$ cat src/rtl/coa_pkg.sv
// Shared types, constants and helpers of the odometer accumulator
package coa_pkg;

	localparam int DIV_W = 30;
	localparam int CNT_W = $clog2(DIV_W);

	localparam logic signed [32:0] NANO     = 33'sd1000000000;
	localparam logic signed [32:0] TWO_NANO = 33'sd2000000000;
	localparam logic signed [32:0] NEG_NANO = -33'sd1000000000;
	localparam logic signed [32:0] NEG_TWO_NANO = -33'sd2000000000;
	localparam logic signed [32:0] TOTAL_MAX = 33'sd2147483647;
	localparam logic signed [32:0] TOTAL_MIN = -33'sd2147483648;

	typedef enum logic [1:0] {
		REG_PULSE_DISTANCE = 2'd0,
		REG_OFFICIAL_TRIP  = 2'd1,
		REG_SELF_TRIP      = 2'd2,
		REG_TRIP_MODE      = 2'd3
	} reg_idx_t;

	typedef enum logic {
		CMD_PULSE = 1'b0,
		CMD_READ  = 1'b1
	} cmd_t;

	typedef enum logic [1:0] {
		ACT_IGNORE = 2'd0,
		ACT_ADD    = 2'd1,
		ACT_SUB    = 2'd2
	} act_t;

	typedef enum logic [1:0] {
		MODE_NEUTRAL = 2'd0,
		MODE_FORWARD = 2'd1,
		MODE_REVERSE = 2'd2
	} mode_t;

	// controls from the sequencer to the accumulator datapath
	typedef struct packed {
		logic sum_en;
		logic add;
		logic sub;
		logic carry_en;
		logic sat_en;
		logic clear;
	} coa_acc_ctl_t;

	function automatic act_t dir_action(logic [1:0] mode, logic rev);
		act_t a;
		case (mode)
			MODE_FORWARD: a = rev ? ACT_SUB : ACT_ADD;
			MODE_REVERSE: a = rev ? ACT_ADD : ACT_SUB;
			default:      a = ACT_IGNORE;
		endcase
		return a;
	endfunction

endpackage

$ cat src/rtl/coa_div.sv
// Shared restoring divider, one quotient bit per cycle
module coa_div import coa_pkg::*; (
	input  logic             clk,
	input  logic             arst_n,
	input  logic             start,
	input  logic [DIV_W-1:0] dividend,
	input  logic [DIV_W-1:0] divisor,
	output logic             done,
	output logic [DIV_W-1:0] quotient
);

	logic             busy_q;
	logic             done_q;
	logic [CNT_W-1:0] cnt_q;
	logic [DIV_W-1:0] rem_q;
	logic [DIV_W-1:0] dvd_q;
	logic [DIV_W-1:0] dsr_q;
	logic [DIV_W:0]   rem_sh;
	logic [DIV_W:0]   rem_diff;
	logic             fits;

	assign rem_sh   = {rem_q, dvd_q[DIV_W-1]};
	assign rem_diff = rem_sh - {1'b0, dsr_q};
	assign fits     = rem_sh >= {1'b0, dsr_q};

	always_ff @(posedge clk or negedge arst_n) begin
		if (!arst_n) begin
			busy_q <= 1'b0;
			done_q <= 1'b0;
			cnt_q  <= '0;
		end else begin
			done_q <= busy_q && !start && (cnt_q == CNT_W'(DIV_W - 1));
			if (start) begin
				busy_q <= 1'b1;
				cnt_q  <= '0;
			end else if (busy_q) begin
				cnt_q <= cnt_q + 1'b1;
				if (cnt_q == CNT_W'(DIV_W - 1))
					busy_q <= 1'b0;
			end
		end
	end

	// dividend register shifts out its bits and fills with quotient bits
	always_ff @(posedge clk) begin
		if (start) begin
			rem_q <= '0;
			dvd_q <= dividend;
			dsr_q <= divisor;
		end else if (busy_q) begin
			rem_q <= fits ? rem_diff[DIV_W-1:0] : rem_sh[DIV_W-1:0];
			dvd_q <= {dvd_q[DIV_W-2:0], fits};
		end
	end

	assign done     = done_q;
	assign quotient = dvd_q;

endmodule

$ cat src/rtl/coa_accum.sv
// Fraction accumulator with whole-unit carry and saturating total
module coa_accum import coa_pkg::*; (
	input  logic               clk,
	input  logic               arst_n,
	input  coa_acc_ctl_t       ctl,
	input  logic [DIV_W-1:0]   step,
	output logic signed [31:0] total
);

	logic signed [31:0] frac_q;
	logic signed [31:0] total_q;
	logic signed [32:0] sum_q;
	logic signed [2:0]  carry_q;

	logic signed [32:0] step_ext;
	logic signed [32:0] frac_ext;
	logic signed [32:0] sum_nxt;
	logic signed [32:0] rem;
	logic signed [2:0]  carry;
	logic signed [32:0] tot_ext;

	assign step_ext = signed'({3'b000, step});
	assign frac_ext = {frac_q[31], frac_q};

	always_comb begin
		if (ctl.add)
			sum_nxt = frac_ext + step_ext;
		else if (ctl.sub)
			sum_nxt = frac_ext - step_ext;
		else
			sum_nxt = frac_ext;
	end

	// truncating quotient and remainder by one unit; |sum| stays below 3 units
	always_comb begin
		if (sum_q >= TWO_NANO) begin
			carry = 3'sd2;
			rem   = sum_q - TWO_NANO;
		end else if (sum_q >= NANO) begin
			carry = 3'sd1;
			rem   = sum_q - NANO;
		end else if (sum_q <= NEG_TWO_NANO) begin
			carry = -3'sd2;
			rem   = sum_q + TWO_NANO;
		end else if (sum_q <= NEG_NANO) begin
			carry = -3'sd1;
			rem   = sum_q + NANO;
		end else begin
			carry = 3'sd0;
			rem   = sum_q;
		end
	end

	assign tot_ext = {total_q[31], total_q} + {{30{carry_q[2]}}, carry_q};

	always_ff @(posedge clk or negedge arst_n) begin
		if (!arst_n) begin
			frac_q  <= '0;
			total_q <= '0;
		end else begin
			if (ctl.carry_en)
				frac_q <= rem[31:0];
			if (ctl.clear)
				total_q <= '0;
			else if (ctl.sat_en) begin
				if (tot_ext > TOTAL_MAX)
					total_q <= TOTAL_MAX[31:0];
				else if (tot_ext < TOTAL_MIN)
					total_q <= TOTAL_MIN[31:0];
				else
					total_q <= tot_ext[31:0];
			end
		end
	end

	always_ff @(posedge clk) begin
		if (ctl.sum_en)
			sum_q <= sum_nxt;
		if (ctl.carry_en)
			carry_q <= carry;
	end

	assign total = total_q;

endmodule

$ cat src/rtl/calibrated_odometer_accumulator_top.sv
// A read request loads its result when accepted, later if the output stalls.
// A pulse request keeps the block busy for setup, the shared one-bit-per-cycle divider,
// a hand-off, then add, carry and saturate; a zero divisor returns it to idle after setup.
// A write to official_trip or self_trip busies the block for a divisor recompute.
// Reset (arst_n low, async): registers and state to defaults, divisor 1, output empty.
module calibrated_odometer_accumulator_top import coa_pkg::*; (
	input  logic               clk,
	input  logic               arst_n,
	input  logic               s_tvalid,
	output logic               s_tready,
	input  logic [7:0]         s_tdata,   // [0] reverse_switch, [7:1] zero
	input  logic               s_tuser,   // [0] command
	output logic               m_tvalid,
	input  logic               m_tready,
	output logic signed [31:0] m_tdata,   // [31:0] whole_distance
	output logic               m_tuser,   // [0] calib_fault
	input  logic               cfg_wr_en,
	input  logic [1:0]         cfg_index,
	input  logic [DIV_W-1:0]   cfg_data
);

	typedef enum logic [7:0] {
		S_IDLE  = 8'b0000_0001,
		S_CDIV  = 8'b0000_0010,
		S_PGO   = 8'b0000_0100,
		S_PDIV  = 8'b0000_1000,
		S_ACC   = 8'b0001_0000,
		S_CARRY = 8'b0010_0000,
		S_SAT   = 8'b0100_0000,
		S_ROUT  = 8'b1000_0000
	} state_t;

	state_t             state_q, state_nxt;
	logic [DIV_W-1:0]   pulse_distance_q;
	logic [DIV_W-1:0]   official_trip_q;
	logic [DIV_W-1:0]   self_trip_q;
	logic [1:0]         mode_q;
	logic [DIV_W-1:0]   calib_q;
	logic               pend_q;
	logic               rev_q;
	act_t               act_q;
	logic               m_tvalid_q;
	logic signed [31:0] m_tdata_q;
	logic               m_tuser_q;

	logic               cfg_recalc;
	logic               in_acc;
	logic               out_free;
	logic               load_out;
	logic               start_cfg;
	logic               div_start;
	logic [DIV_W-1:0]   div_a;
	logic [DIV_W-1:0]   div_b;
	logic               div_done;
	logic [DIV_W-1:0]   div_q;
	coa_acc_ctl_t       acc_ctl;
	logic signed [31:0] total;

	assign cfg_recalc = cfg_wr_en && (cfg_index == REG_OFFICIAL_TRIP ||
		cfg_index == REG_SELF_TRIP);
	assign s_tready   = (state_q == S_IDLE) && !pend_q && !cfg_recalc;
	assign in_acc     = s_tvalid && s_tready;
	assign out_free   = !m_tvalid_q || m_tready;

	always_comb begin
		state_nxt = state_q;
		div_start = 1'b0;
		start_cfg = 1'b0;
		load_out  = 1'b0;
		acc_ctl   = '0;
		div_a     = pulse_distance_q;
		div_b     = calib_q;
		case (state_q)
			S_IDLE: begin
				div_a = official_trip_q;
				div_b = self_trip_q;
				if (pend_q) begin
					div_start = 1'b1;
					start_cfg = 1'b1;
					state_nxt = S_CDIV;
				end else if (in_acc) begin
					if (s_tuser == CMD_READ) begin
						if (out_free) begin
							load_out      = 1'b1;
							acc_ctl.clear = 1'b1;
						end else
							state_nxt = S_ROUT;
					end else
						state_nxt = S_PGO;
				end
			end
			S_CDIV: begin
				if (div_done)
					state_nxt = S_IDLE;
			end
			S_PGO: begin
				if (calib_q == '0)
					state_nxt = S_IDLE;
				else begin
					div_start = 1'b1;
					state_nxt = S_PDIV;
				end
			end
			S_PDIV: begin
				if (div_done)
					state_nxt = S_ACC;
			end
			S_ACC: begin
				acc_ctl.sum_en = 1'b1;
				acc_ctl.add    = (act_q == ACT_ADD);
				acc_ctl.sub    = (act_q == ACT_SUB);
				state_nxt      = S_CARRY;
			end
			S_CARRY: begin
				acc_ctl.carry_en = 1'b1;
				state_nxt        = S_SAT;
			end
			S_SAT: begin
				acc_ctl.sat_en = 1'b1;
				state_nxt      = S_IDLE;
			end
			S_ROUT: begin
				if (out_free) begin
					load_out      = 1'b1;
					acc_ctl.clear = 1'b1;
					state_nxt     = S_IDLE;
				end
			end
			default: state_nxt = S_IDLE;
		endcase
	end

	always_ff @(posedge clk or negedge arst_n) begin
		if (!arst_n) begin
			state_q          <= S_IDLE;
			pulse_distance_q <= '0;
			official_trip_q  <= DIV_W'(1);
			self_trip_q      <= DIV_W'(1);
			mode_q           <= MODE_NEUTRAL;
			calib_q          <= DIV_W'(1);
			pend_q           <= 1'b0;
			m_tvalid_q       <= 1'b0;
		end else begin
			state_q <= state_nxt;
			if (cfg_wr_en) begin
				case (cfg_index)
					REG_PULSE_DISTANCE: pulse_distance_q <= cfg_data;
					REG_OFFICIAL_TRIP:  official_trip_q  <= cfg_data;
					REG_SELF_TRIP:      self_trip_q      <= cfg_data;
					REG_TRIP_MODE:      mode_q           <= cfg_data[1:0];
					default: ;
				endcase
			end
			// a later write queues another recompute after the current one
			if (cfg_recalc)
				pend_q <= 1'b1;
			else if (start_cfg)
				pend_q <= 1'b0;
			if (state_q == S_CDIV && div_done)
				calib_q <= (self_trip_q == '0) ? '0 : div_q;
			if (load_out)
				m_tvalid_q <= 1'b1;
			else if (m_tready)
				m_tvalid_q <= 1'b0;
		end
	end

	always_ff @(posedge clk) begin
		if (in_acc)
			rev_q <= s_tdata[0];
		if (state_q == S_PGO)
			act_q <= dir_action(mode_q, rev_q);
		if (load_out) begin
			m_tdata_q <= total;
			m_tuser_q <= (calib_q == '0);
		end
	end

	coa_div u_div (
		.clk      (clk),
		.arst_n   (arst_n),
		.start    (div_start),
		.dividend (div_a),
		.divisor  (div_b),
		.done     (div_done),
		.quotient (div_q)
	);

	coa_accum u_accum (
		.clk    (clk),
		.arst_n (arst_n),
		.ctl    (acc_ctl),
		.step   (div_q),
		.total  (total)
	);

	assign m_tvalid = m_tvalid_q;
	assign m_tdata  = m_tdata_q;
	assign m_tuser  = m_tuser_q;

endmodule

$ cat config.mk
export PLATFORM = sky130hd
export DESIGN_NAME = calibrated_odometer_accumulator_top
export DESIGN_NICKNAME = d
export VERILOG_FILES = /design/src/rtl/coa_pkg.sv /design/src/rtl/coa_div.sv /design/src/rtl/coa_accum.sv /design/src/rtl/calibrated_odometer_accumulator_top.sv
export SDC_FILE = /design/constraint.sdc
export NUM_CORES = 1
export LEC_CHECK = 0
export ABC_AREA = 1
export BUFFER_PORTS_ARGS = -buffer_cell sky130_fd_sc_hd__clkbuf_2
export CAP_MARGIN = 0
export CORE_UTILIZATION = 50
export DETAILED_ROUTE_END_ITERATION = 10
export GPL_TIMING_DRIVEN = 0
export PLACE_DENSITY = 0.66
export SLEW_MARGIN = 0
export SYNTH_ARGS = -nofsm -noshare
export SYNTH_HDL_FRONTEND = slang
export SYNTH_SLANG_ARGS = --single-unit
$ cat constraint.sdc
create_clock -name clk -period 8.3 [get_ports clk]
set_input_delay 1.245 -clock clk [delete_from_list [all_inputs] [get_ports clk]]
set_output_delay 1.245 -clock clk [all_outputs]
set_load 0.03 [all_outputs]
==> results.yml <==
outcome:
  status: "completed"
final_layout:
  finalInstanceArea_um2: 28900
  final_nets: 4006
  syn_to_final_growth_pct: 10.4
  fin_util_pct: 56.1
  drive_above_1_share_pct: 8.95
grt:
  grt.overflow.total: 0
  grt_pass1_vias: 24231
  grt_pass1_wl_um: 140000
  track_usage_pct: 34.3
  antenna_found_initial: 0
  grt_max_degree: 113
worst_setup_path:
  end_kind: "primary output"
  max_stage_delay_ns: 0.58
  crit_type: "register to primary output"
  start_kind: "register"
  crit_path_top_delay_cell: "a21oi_1"
  worstPathMaxFanout: 10
  reg2reg_slack_ns: 4.89
  cp.arrival_ns: 3.06
  ff2ff_path_depth: 17
  crit_chain: "inv_1 -> nand2_1 -> nor2_2 -> nand2_2 -> nor2_2 -> inv_1 -> a21oi_1 -> clkbuf_2"
  cp.required_ns: 7.05
placed_design:
  place_ws_ns: 4.45
  placed_area_um2: 27500
  dp_hpwl_um: 72000
  portBuffers: 73
  globalplace.congestion: 1.04
clocking:
  postCtsSetupRepairBufs: 0
  ctsResizeCount: 0
  holdBufCountCts: 0
  clock-sinks: 365
  numCtsBuffers: 42
  clk_pin_slew_worst_paths_ns: 0.06
  htreeDepth: 2
  cts_tree: "built"
  insertion_delay_ns: 0.59
  cts_root_buf: "clkbuf_16"
  clk_path_buf_depth: 3
timing:
  fin_setup_tns_ns: 0
  fin_ws_ns: 4.00
  hold_viol: 0
  relSlewSlack_pct: 12.7
  rsz0062_at_grt: "false"
  fmax_ghz: 0.233
  worstMarginPinSlew_ns: 1.30
  setup_viol: 0
  final.setup_skew_ns: 0.0241
  finalCritPeriodShare_pct: 51.8
  drv_slew: 0
  period_needed_ns: 4.30
die:
  io_pins: 81
  die-area_um2: 53300
  die_w_um: 231
  start_util_pct: 50.9
  dieHeight_um: 231
  row_count: 83
  coreArea_um2: 51500
synth:
  synth_edf_count: 132
  syn-num-nets: 3886
  yosys.area.top_type_share_pct: 19.0
  synth_area_leaders: "dfrtp_1 19%, nand2_1 17%, edfxtp_1 15%"
  avgSynthCellArea_um2: 7.08
  synth_common_cells: "1159 x nand2_1, 379 x inv_1, 343 x nor2_1"
  synth-seq-cells: 365
  postSynth.asyncResetShare_pct: 55.6
  synth_cells: 3700
  yosysTopAreaCell: "dfrtp_1"
  ys_warn_count: 0
  synth.cell_area_um2: 26200
  yosysMostFrequentCell: "nand2_1"
  synth_cell_types: 65
  ys.flop_type: "dfrtp_1"
  yosysSeqAreaShare_pct: 36.8
detailed_routing:
  wl_per_cell_um: 20.0
  drt-initial-drc-count: 2273
  antenna_left: 0
  drcViolationCount: 0
  num_vias: 25430
  via_per_inst: 5.61
  firstDrtPassIters: 6
  drt_wl_total_um: 90900
power_and_ir_drop:
  finalPower_w: 0.0112
  leakage_nw: 14.3
  powerDensity_nw_per_um2: 387
  ir_drop_mv: 0.310
worst_hold_path:
  hold_depth: 2
  hold_class: "register to register"
flow_run:
  drv_cap: 0
-- power by group --
| part | total (W) | switching (W) | internal (W) | leakage [nW] |
|---|---|---|---|---|
| clock | 0.00190 | 0.000793 | 0.00110 | 0.688 |
| sequential | 0.00274 | 0.000338 | 0.00240 | 4.09 |
| combinational | 0.00654 | 0.00438 | 0.00216 | 9.51 |
| total | 0.0112 | 0.00551 | 0.00566 | 14.3 |
-- layout make-up --
cell class	count	area, µm²
Buffer	136	762
Tap cell	680	851
Inverter	400	1500
Timing Repair Buffer	76	442
Antenna cell	1	2.50
Fill cell	5152	22600
Sequential cell	365	9650
Clock buffer	55	1210
Clock inverter	23	201
Multi-Input combinational cell	2799	14300
-- routing by layer --
metal  track usage [%]  wire length (µm)  up-vias  part of all wire (%)
met2              56.0             41500      937                    46
li1                  -                 -    12448                     -
met3              4.22              6460      194                   7.1
met1              46.4             39300    11851                    43
met5                 0                 0        -                     0
met4              12.9              3600        0                   4.0
-- placed cells by master (no fill, tap or decap), types with 8 or more instances in the layout --
cell type	n
nand4_1	41
a21o_1	21
clkbuf_2	72
o21bai_1	21
nand3_2	18
nand2_1	1158
dfxtp_1	30
buf_4	15
o21ai_1	12
nor4_1	24
nor2_2	16
o21ai_0	243
buf_6	13
clkinv_1	8
ha_1	136
inv_2	20
dfrtp_1	199
a31oi_1	40
xnor2_1	21
o31ai_1	31
o211ai_1	23
clkbuf_16	45
a21oi_1	246
inv_1	377
nor3_1	30
nor2_1	343
buf_2	47
o21a_1	10
xor2_1	35
nand3_1	212
edfxtp_1	132
nand2_2	34
clkbuf_1	62
-- sequential cells by signal, indices dropped and copies added (netlist names), 32 cells and up --
register        flops
u_accum.sum_q      33
m_tdata            32
u_accum.total      32
u_accum.frac_q     32
-- worst max-delay path: cells and delay by family, from the launching register on --
family / cells / cell delay, ns
AND/OR/NAND/NOR: 4 / 0.88
buffers and inverters: 3 / 0.60
AO/OA/AOI/OAI: 1 / 0.58
flip-flops: 1 / 0.40
-- path summary, 6_finish.rpt --
check	start	end
max	state_q[7]$_DFFE_PN0P_	s_tready
min	u_div.rem_q[11]$_SDFFE_PP0P_	u_div.rem_q[11]$_SDFFE_PP0P_
max reg2reg	u_accum.carry_q[2]$_SDFFCE_PP0N_	u_accum.total[25]$_DFFE_PN0P_
min reg2reg	u_div.rem_q[11]$_SDFFE_PP0P_	u_div.rem_q[11]$_SDFFE_PP0P_
max in group asynchronous	arst_n	calib_q[4]$_DFFE_PN0P_
min in group asynchronous	arst_n	u_accum.frac_q[18]$_DFFE_PN0N_
-- logic make-up after synthesis --
group / Yosys count / synth area share [%]
buffers and inverters: 536 / 8.65
multiplexers: 1 / 0.0430
AO/OA/AOI/OAI: 693 / 15.0
AND/OR/NAND/NOR: 1909 / 30.8
adder cells (fa/ha/maj): 140 / 6.80
flip-flops: 365 / 36.8
XOR/XNOR: 56 / 1.87
-- metrics by stage --
step                      instances  hold slack, ns
after floorplan                3700           0.444
after global placement         4453           0.463
after detailed placement       4454           0.462
after CTS                      4532           0.473
after global routing           4534           0.485
final                          4535           0.471
No activity file was read; power rests on OpenSTA's default activity.
